<file path="config.mk">
export PLATFORM = sky130hd
export DESIGN_NAME = set_intersection_distinct_core
export DESIGN_NICKNAME = d
export VERILOG_FILES = /design/src/sv/sid_pkg.sv /design/src/sv/set_intersection_distinct_core.sv
export SDC_FILE = /design/constraint.sdc
export NUM_CORES = 2
export LEC_CHECK = 0
export BUFFER_PORTS_ARGS = -buffer_cell sky130_fd_sc_hd__buf_2
export CORE_MARGIN = 1.5
export CORE_UTILIZATION = 40
export DETAILED_ROUTE_END_ITERATION = 12
export GPL_ROUTABILITY_DRIVEN = 0
export RECOVER_POWER = 50
export SLEW_MARGIN = 20
export SYNTH_ARGS = -nofsm -noshare
export SYNTH_HDL_FRONTEND = slang
export SYNTH_SLANG_ARGS = --single-unit
</file>
<file path="constraint.sdc">
create_clock -name clk_i -period 6.5 [get_ports clk_i]
set_input_delay 1.625 -clock clk_i [delete_from_list [all_inputs] [get_ports clk_i]]
set_output_delay 1.625 -clock clk_i [all_outputs]
set_load 0.01 [all_outputs]
</file>
<file path="src/sv/sid_pkg.sv">
`default_nettype none

package sid_pkg;

  localparam int unsigned ENTRIES = 64;
  localparam int unsigned IDX_W   = $clog2(ENTRIES);
  localparam int unsigned CNT_W   = $clog2(ENTRIES + 1);

  localparam int unsigned VALUE_W  = 32;
  localparam int unsigned MODE_W   = 2;
  localparam int unsigned STATUS_W = 3;

  // clear is decoded from both mode bits and probe from the high bit alone, so the unused code acts as a probe
  localparam logic [MODE_W-1:0] MODE_CLEAR  = 2'd0;
  localparam logic [MODE_W-1:0] MODE_INSERT = 2'd1;
  localparam logic [MODE_W-1:0] MODE_PROBE  = 2'd2;
  localparam int unsigned       PROBE_BIT   = 1;

  typedef enum logic [STATUS_W-1:0] {
    ST_CLEARED   = 3'd0,
    ST_INSERTED  = 3'd1,
    ST_DUPLICATE = 3'd2,
    ST_FULL      = 3'd3,
    ST_MATCH     = 3'd4,
    ST_ABSENT    = 3'd5,
    ST_REPORTED  = 3'd6
  } status_e;

  // xor fold of the value down to a slot index, brought into range
  function automatic logic [IDX_W-1:0] hash_idx(input logic [VALUE_W-1:0] v);
    logic [IDX_W-1:0] f;
    f = '0;
    for (int i = 0; i < VALUE_W; i += IDX_W) begin
      f = f ^ IDX_W'(v >> i);
    end
    if ({1'b0, f} >= (IDX_W + 1)'(ENTRIES)) begin
      f = f - IDX_W'(ENTRIES);
    end
    return f;
  endfunction

endpackage

`default_nettype wire

</file>
<file path="src/sv/set_intersection_distinct_core.sv">
// A clear goes from idle straight to the result state; an insert or probe walks the linear
// probe through the look and compare states until an empty slot, a hit or every slot (k
// occupied slots examined, 0 to the table size; each is one read and one compare). No new
// word is taken until the result moves to the output register, after any wait for m_axis_tready.
// Reset clears the slot valid marks, reported marks and fill count at once; the value
// memory is not initialised and no clearing pass runs.
`default_nettype none

module set_intersection_distinct_core (
  input  wire logic        clk_i,
  input  wire logic        rst_ni,

  input  wire logic        s_axis_tvalid,
  output logic             s_axis_tready,
  input  wire logic [31:0] s_axis_tdata,   // [31:0] value
  input  wire logic [1:0]  s_axis_tuser,   // [1:0] mode

  output logic             m_axis_tvalid,
  input  wire logic        m_axis_tready,
  output logic [31:0]      m_axis_tdata,   // [31:0] value_out
  output logic [2:0]       m_axis_tuser    // [2:0] status
);

  localparam int unsigned IDX_W = sid_pkg::IDX_W;
  localparam int unsigned CNT_W = sid_pkg::CNT_W;
  localparam logic [IDX_W-1:0] LAST_IDX = IDX_W'(sid_pkg::ENTRIES - 1);

  localparam logic [1:0] S_IDLE = 2'd0;
  localparam logic [1:0] S_LOOK = 2'd1;
  localparam logic [1:0] S_CMP  = 2'd2;
  localparam logic [1:0] S_RES  = 2'd3;

  logic [1:0]                    state_q, state_d;
  logic [sid_pkg::ENTRIES-1:0]   valid_q;
  logic [sid_pkg::ENTRIES-1:0]   rep_q;
  logic [CNT_W-1:0]              cnt_q;
  logic                          out_valid_q;

  logic                          probe_q;
  logic [sid_pkg::VALUE_W-1:0]   val_q;
  logic [IDX_W-1:0]              idx_q;
  logic [IDX_W-1:0]              scan_q;
  sid_pkg::status_e              status_q, status_d;
  sid_pkg::status_e              out_status_q;
  logic [sid_pkg::VALUE_W-1:0]   out_value_q;

  logic [sid_pkg::VALUE_W-1:0]   mem_q [sid_pkg::ENTRIES];
  logic [sid_pkg::VALUE_W-1:0]   rd_q;

  logic             s_fire;
  logic             in_clear;
  logic             out_free;
  logic             slot_full;
  logic             cmp_match;
  logic             mem_we;
  logic             mem_re;
  logic [IDX_W-1:0] idx_next;

  assign s_axis_tready = (state_q == S_IDLE);
  assign s_fire        = s_axis_tvalid && s_axis_tready;
  assign in_clear      = (s_axis_tuser == sid_pkg::MODE_CLEAR);
  assign out_free      = !out_valid_q || m_axis_tready;
  assign slot_full     = valid_q[idx_q];
  assign cmp_match     = (rd_q == val_q);
  assign mem_we        = (state_q == S_LOOK) && !slot_full && !probe_q;
  assign mem_re        = (state_q == S_LOOK) && slot_full;
  assign idx_next      = (idx_q == LAST_IDX) ? '0 : idx_q + 1'b1;

  always_comb begin
    state_d  = state_q;
    status_d = status_q;
    case (state_q)
      S_IDLE: begin
        if (s_fire) begin
          state_d  = in_clear ? S_RES : S_LOOK;
          status_d = sid_pkg::ST_CLEARED;
        end
      end
      S_LOOK: begin
        if (slot_full) begin
          state_d = S_CMP;
        end else begin
          // empty slot ends the probe chain: value is absent
          state_d = S_RES;
          if (probe_q) begin
            status_d = sid_pkg::ST_ABSENT;
          end else begin
            status_d = sid_pkg::ST_INSERTED;
          end
        end
      end
      S_CMP: begin
        if (cmp_match) begin
          state_d = S_RES;
          if (!probe_q) begin
            status_d = sid_pkg::ST_DUPLICATE;
          end else if (rep_q[idx_q]) begin
            status_d = sid_pkg::ST_REPORTED;
          end else begin
            status_d = sid_pkg::ST_MATCH;
          end
        end else if (scan_q == LAST_IDX) begin
          // every slot taken and none holds the value
          state_d = S_RES;
          if (probe_q) begin
            status_d = sid_pkg::ST_ABSENT;
          end else begin
            status_d = sid_pkg::ST_FULL;
          end
        end else begin
          state_d = S_LOOK;
        end
      end
      S_RES: begin
        if (out_free) begin
          state_d = S_IDLE;
        end
      end
      default: begin
        state_d = S_IDLE;
      end
    endcase
  end

  always_ff @(posedge clk_i or negedge rst_ni) begin
    if (!rst_ni) begin
      state_q     <= S_IDLE;
      valid_q     <= '0;
      rep_q       <= '0;
      cnt_q       <= '0;
      out_valid_q <= 1'b0;
    end else begin
      state_q <= state_d;
      if (s_fire && in_clear) begin
        valid_q <= '0;
        rep_q   <= '0;
        cnt_q   <= '0;
      end
      if (mem_we) begin
        valid_q[idx_q] <= 1'b1;
        rep_q[idx_q]   <= 1'b0;
        cnt_q          <= cnt_q + 1'b1;
      end
      if ((state_q == S_CMP) && cmp_match && probe_q) begin
        rep_q[idx_q] <= 1'b1;
      end
      if ((state_q == S_RES) && out_free) begin
        out_valid_q <= 1'b1;
      end else if (m_axis_tready) begin
        out_valid_q <= 1'b0;
      end
    end
  end

  always_ff @(posedge clk_i) begin
    status_q <= status_d;
    if (s_fire) begin
      val_q   <= s_axis_tdata;
      probe_q <= s_axis_tuser[sid_pkg::PROBE_BIT];
      idx_q   <= sid_pkg::hash_idx(s_axis_tdata);
      scan_q  <= '0;
    end else if ((state_q == S_CMP) && !cmp_match) begin
      idx_q  <= idx_next;
      scan_q <= scan_q + 1'b1;
    end
    if ((state_q == S_RES) && out_free) begin
      out_status_q <= status_q;
      out_value_q  <= val_q;
    end
  end

  // value table: one write or one registered read per cycle
  always_ff @(posedge clk_i) begin
    if (mem_we) begin
      mem_q[idx_q] <= val_q;
    end
    if (mem_re) begin
      rd_q <= mem_q[idx_q];
    end
  end

  assign m_axis_tvalid = out_valid_q;
  assign m_axis_tdata  = out_value_q;
  assign m_axis_tuser  = out_status_q;

  a_cnt_range: assert property (@(posedge clk_i) disable iff (!rst_ni)
    cnt_q <= CNT_W'(sid_pkg::ENTRIES))
    else $error("fill count beyond table size");

  a_cnt_matches_valid: assert property (@(posedge clk_i) disable iff (!rst_ni)
    $countones(valid_q) == int'(cnt_q))
    else $error("fill count disagrees with valid marks");

  a_cmp_on_valid: assert property (@(posedge clk_i) disable iff (!rst_ni)
    (state_q == S_CMP) |-> valid_q[idx_q])
    else $error("compare on an empty slot");

  a_clear_empties: assert property (@(posedge clk_i) disable iff (!rst_ni)
    (s_fire && in_clear) |=> (valid_q == '0) && (rep_q == '0) && (cnt_q == '0))
    else $error("clear left table contents");

  a_result_issued: assert property (@(posedge clk_i) disable iff (!rst_ni)
    ((state_q == S_RES) && out_free) |=> (m_axis_tvalid && (state_q == S_IDLE)))
    else $error("result not presented");

endmodule

`default_nettype wire
</file>
==> impl_results.md <==
* Status: finished with violations
* Failing checks: max-capacitance violations, max-slew violations
* Main synth FF type: edfxtp_1
* Layout cells sized above 1 at a little over an eighth
* Switch Pwr at 0.0132 W
* Ys async rst share at about 5.7%
* Sequential Power Share at 44.7%
* Fillers at 17851
* Critical path cell sequence: clkbuf_1, xor2_1, nor4_1, nand4_1, nor2_4, buf_4, o211ai_1, a31oi_1
* Post-synth cell types at between 60 and 70
* Syn_nets at about 4700
* Hold Path Cell Cnt at 0
* Shortest period the worst path allows at about 5.5 ns
* Starting Density at between 40% and 50%
* Cell Area, Synth at between 80000 and 90000 sq um
* Largest cells by area after synthesis: edfxtp_1 77%, a22oi_1 5.0%, dfrtp_1 3.9%
* CTS max path bufs at 3
* Worst reg2reg path depth at 8
* CTS tree: built
* Sw Ratio at about a third
* CP Capture Type: flip-flop
* CTS Hold Bufs at 0
* Worst Hold Class: flip-flop to flip-flop
* Chip width at 462 um
* Port-buffer cells at 74
* Most frequent cell after synthesis: edfxtp_1
* Critical R2R Capture: status_q[1]$_DFFE_PP_
* Internal at 0.0269 W
* Min-Delay Endpoint: m_axis_tuser[2]$_DFFE_PP_
* Commonest cells in the synthesized netlist: 2157 x edfxtp_1, 563 x a22oi_1, 235 x a221oi_1
* Max Slew Vio Count at roughly 1900
* Cells after synthesis at 4684
* Final Setup Violations at 0
* Number of max-cap violations at 33
* Unrepaired setup endpoints after global routing: no
* Clk slew on worst S/H paths at about 0.060 ns
* Core Footprint at around 210000 sq um
* Initial antenna violation count at 7
* Area grow syn2layout at 14.1%
* CP max stage cell: clkbuf_1
* Drt initial violations at approximately 7200
* Yosys warning count at 0
* H-Tree Depth at 4
* IO Count at 75
* Slowest stage delay, CP at about 2.3 ns
* Routed Antenna Nets at 0
* Total GRT Usage at roughly a quarter
* DRT Wirelength at 266000 um
* Post-route DRC at 0
* Clock latency on the worst-skew pair at 0.86 ns
* CTS root buffer: clkbuf_16
* Synth Area per Inst at between 15 and 20 sq um
* Vias in the first global route at 47183
* WP data arrival at 6.07 ns
* Leakage power at between 30 and 40 nW
* Max Fclk at 183 MHz
* # rows at between 150 and 200
* Clock group share of total power at 30.2%
* Die area at 214000 sq um
* Num Clock Sinks at 2294
* R2R Setup Slk at slightly above 1 ns
* Final setup TNS at 0 ns
* Total power at about 0.04 W
* R2R Path Start: val_q[31]$_DFFE_PP_
* Cts repair resizes at 0
* Setup bufs post-CTS at 0
* Final net count at around 5000
* Crit path required time at around 7.1 ns
* Tightest Pin Transition at 3.96 ns
* CP Buf/Inv Count at 2
* Hpwl dp at roughly 150000 um
* PwrDens at roughly 420 nW/um^2
* Delay-heaviest family, CP: buffers and inverters
* DRT Pass-1 Iters at 6
* VDD IR max at a little over 0.0003 V
* Post-synth top area share at roughly three quarters
* Worst Setup Start Kind: flip-flop
* Average wire per standard cell at approximately 34 um
* Final Hold Viols at 0
* Crit path kind: flip-flop to flip-flop
* Die height at 462 um
* First-pass GRT wire length at approximately 370000 um
* Max FO, Critical Path at 66
* Cts bufs inserted at 215
* Register area share after synthesis at 80.7%
* Hold path start: status_q[2]$_DFFE_PP_
* Vias at 49564
* Clock skew at about 0.047 ns
* Top cell type by total area after synthesis: edfxtp_1
* Tcrit/Tclk final at 84.0%
* Combinational Power Share at between 20 and 30%
* Via/cell ratio at 6.28
* Relative slew slack at -164%
* GRT overflow at 0
* #FFs+latches synth at about 2300
* Post-synth EDFFs at ~2200
* Largest net degree at the start of global routing at 97
cell type report:
type,count,area (sq um),area share [%]
diodes,6,15.0,0.0156
clock buffers,285,5760,5.98
clock inverters,117,998,1.04
inverters,12,45.0,0.0468
multi-input cells,2033,15500,16.1
flip-flops and latches,2294,68200,70.8
well taps,2805,3510,3.64
repair buffers,342,2380,2.47
cells in the final DEF, fill, tap and decap left out, drive strengths merged, types with 5 or more instances in the layout:
| cell | count |
|---|---|
| nand3 | 57 |
| a22oi | 563 |
| xor2 | 39 |
| dfrtp | 131 |
| o21a | 5 |
| nor2 | 23 |
| o22ai | 9 |
| ha | 7 |
| diode | 6 |
| and3b | 6 |
| mux4 | 8 |
| inv | 17 |
| nand4 | 93 |
| a21o | 56 |
| mux2i | 29 |
| a31oi | 222 |
| xnor2 | 25 |
| mux2 | 7 |
| nor4 | 111 |
| nand2b | 6 |
| nor2b | 8 |
| bufinv | 9 |
| clkbuf | 361 |
| clkinvlp | 6 |
| nand2 | 105 |
| o21ai | 75 |
| clkinv | 97 |
| o211ai | 13 |
| or3b | 5 |
| dfxtp | 6 |
| buf | 266 |
| a22o | 231 |
| a21oi | 38 |
| a221oi | 235 |
| edfxtp | 2157 |
worst max path at each step:
stage | startpoint | endpoint | slack [ns] | depth (start not counted)
finish | val_q[31]$_DFFE_PP_ | status_q[1]$_DFFE_PP_ | 1.04 | 8
global route | val_q[31]$_DFFE_PP_ | status_q[1]$_DFFE_PP_ | 0.88 | 8
global placement | idx_q[1]$_DFFE_PP_ | mem_q[63][17]$_DFFE_PP_ | 1.86 | 9
floorplan | idx_q[0]$_DFFE_PP_ | rep_q[12]$_DFF_PN0_ | 0.59 | 10
detailed placement | idx_q[1]$_DFFE_PP_ | mem_q[63][29]$_DFFE_PP_ | 1.88 | 9
CTS | idx_q[1]$_DFFE_PP_ | mem_q[63][1]$_DFFE_PP_ | 1.86 | 9
cell families after synthesis:
kind of cell	share of synthesized area (%)
multiplexers	0.650
AO/OA/AOI/OAI	13.2
AND/OR/NAND/NOR	2.99
XOR/XNOR	0.664
flip-flops	80.7
adder cells (fa/ha/maj)	0.104
buffers and inverters	1.65
worst register-to-register path, stage by stage (launching register included):
cell,delay (ns)
edfxtp_1,0.32
clkbuf_1,2.33
xor2_1,0.30
nor4_1,0.33
nand4_1,0.44
nor2_4,0.27
buf_4,0.66
o211ai_1,0.24
a31oi_1,0.36
power groups by stage:
stage          Combinational [W]  Sequential, W  Clock [W]
2_1_floorplan            0.00526         0.0182          0
3_3_place_gp             0.00984         0.0181          0
3_5_place_dp             0.00993         0.0181          0
4_1_cts                  0.00996         0.0178     0.0122
5_1_grt                   0.0105         0.0180     0.0128
6_report                  0.0101         0.0180     0.0121
sequential cells by signal, indices dropped and copies added, names as in the netlist:
name / count
m_axis_tuser: 3
m_axis_tdata: 32
mem_q: 2048
rd_q: 32
m_axis_tvalid: 1
probe_q: 1
scan_q: 6
idx_q: 6
rep_q: 64
val_q: 32
state_q: 2
valid_q: 64
status_q: 3
per-stage QoR:
step                      hold WS [ns]  cells  util (%)  worst slack, ns  cell area (sq um)
after floorplan                  0.400   4684         -            0.591              84400
after global placement           0.409   7486      42.8             1.86              89700
after detailed placement         0.405   7486      42.8             1.88              89800
after CTS                        0.420   7888      46.0             1.86              96500
after global routing             0.423   7889      45.9            0.876              96300
final                            0.418   7894      45.9             1.04              96300
metal layers:
layer | GRT usage (%) | wire (um) | up-vias | share of wire [%]
li1 | - | - | 20228 | -
met3 | 7.02 | 32500 | 403 | 12
met2 | 35.8 | 119000 | 3059 | 45
met4 | 7.53 | 8080 | 2 | 3.0
met5 | 0 | 13 | - | 0.0049
met1 | 34.4 | 106000 | 25872 | 40
No activity file was read; power rests on OpenSTA's default activity.
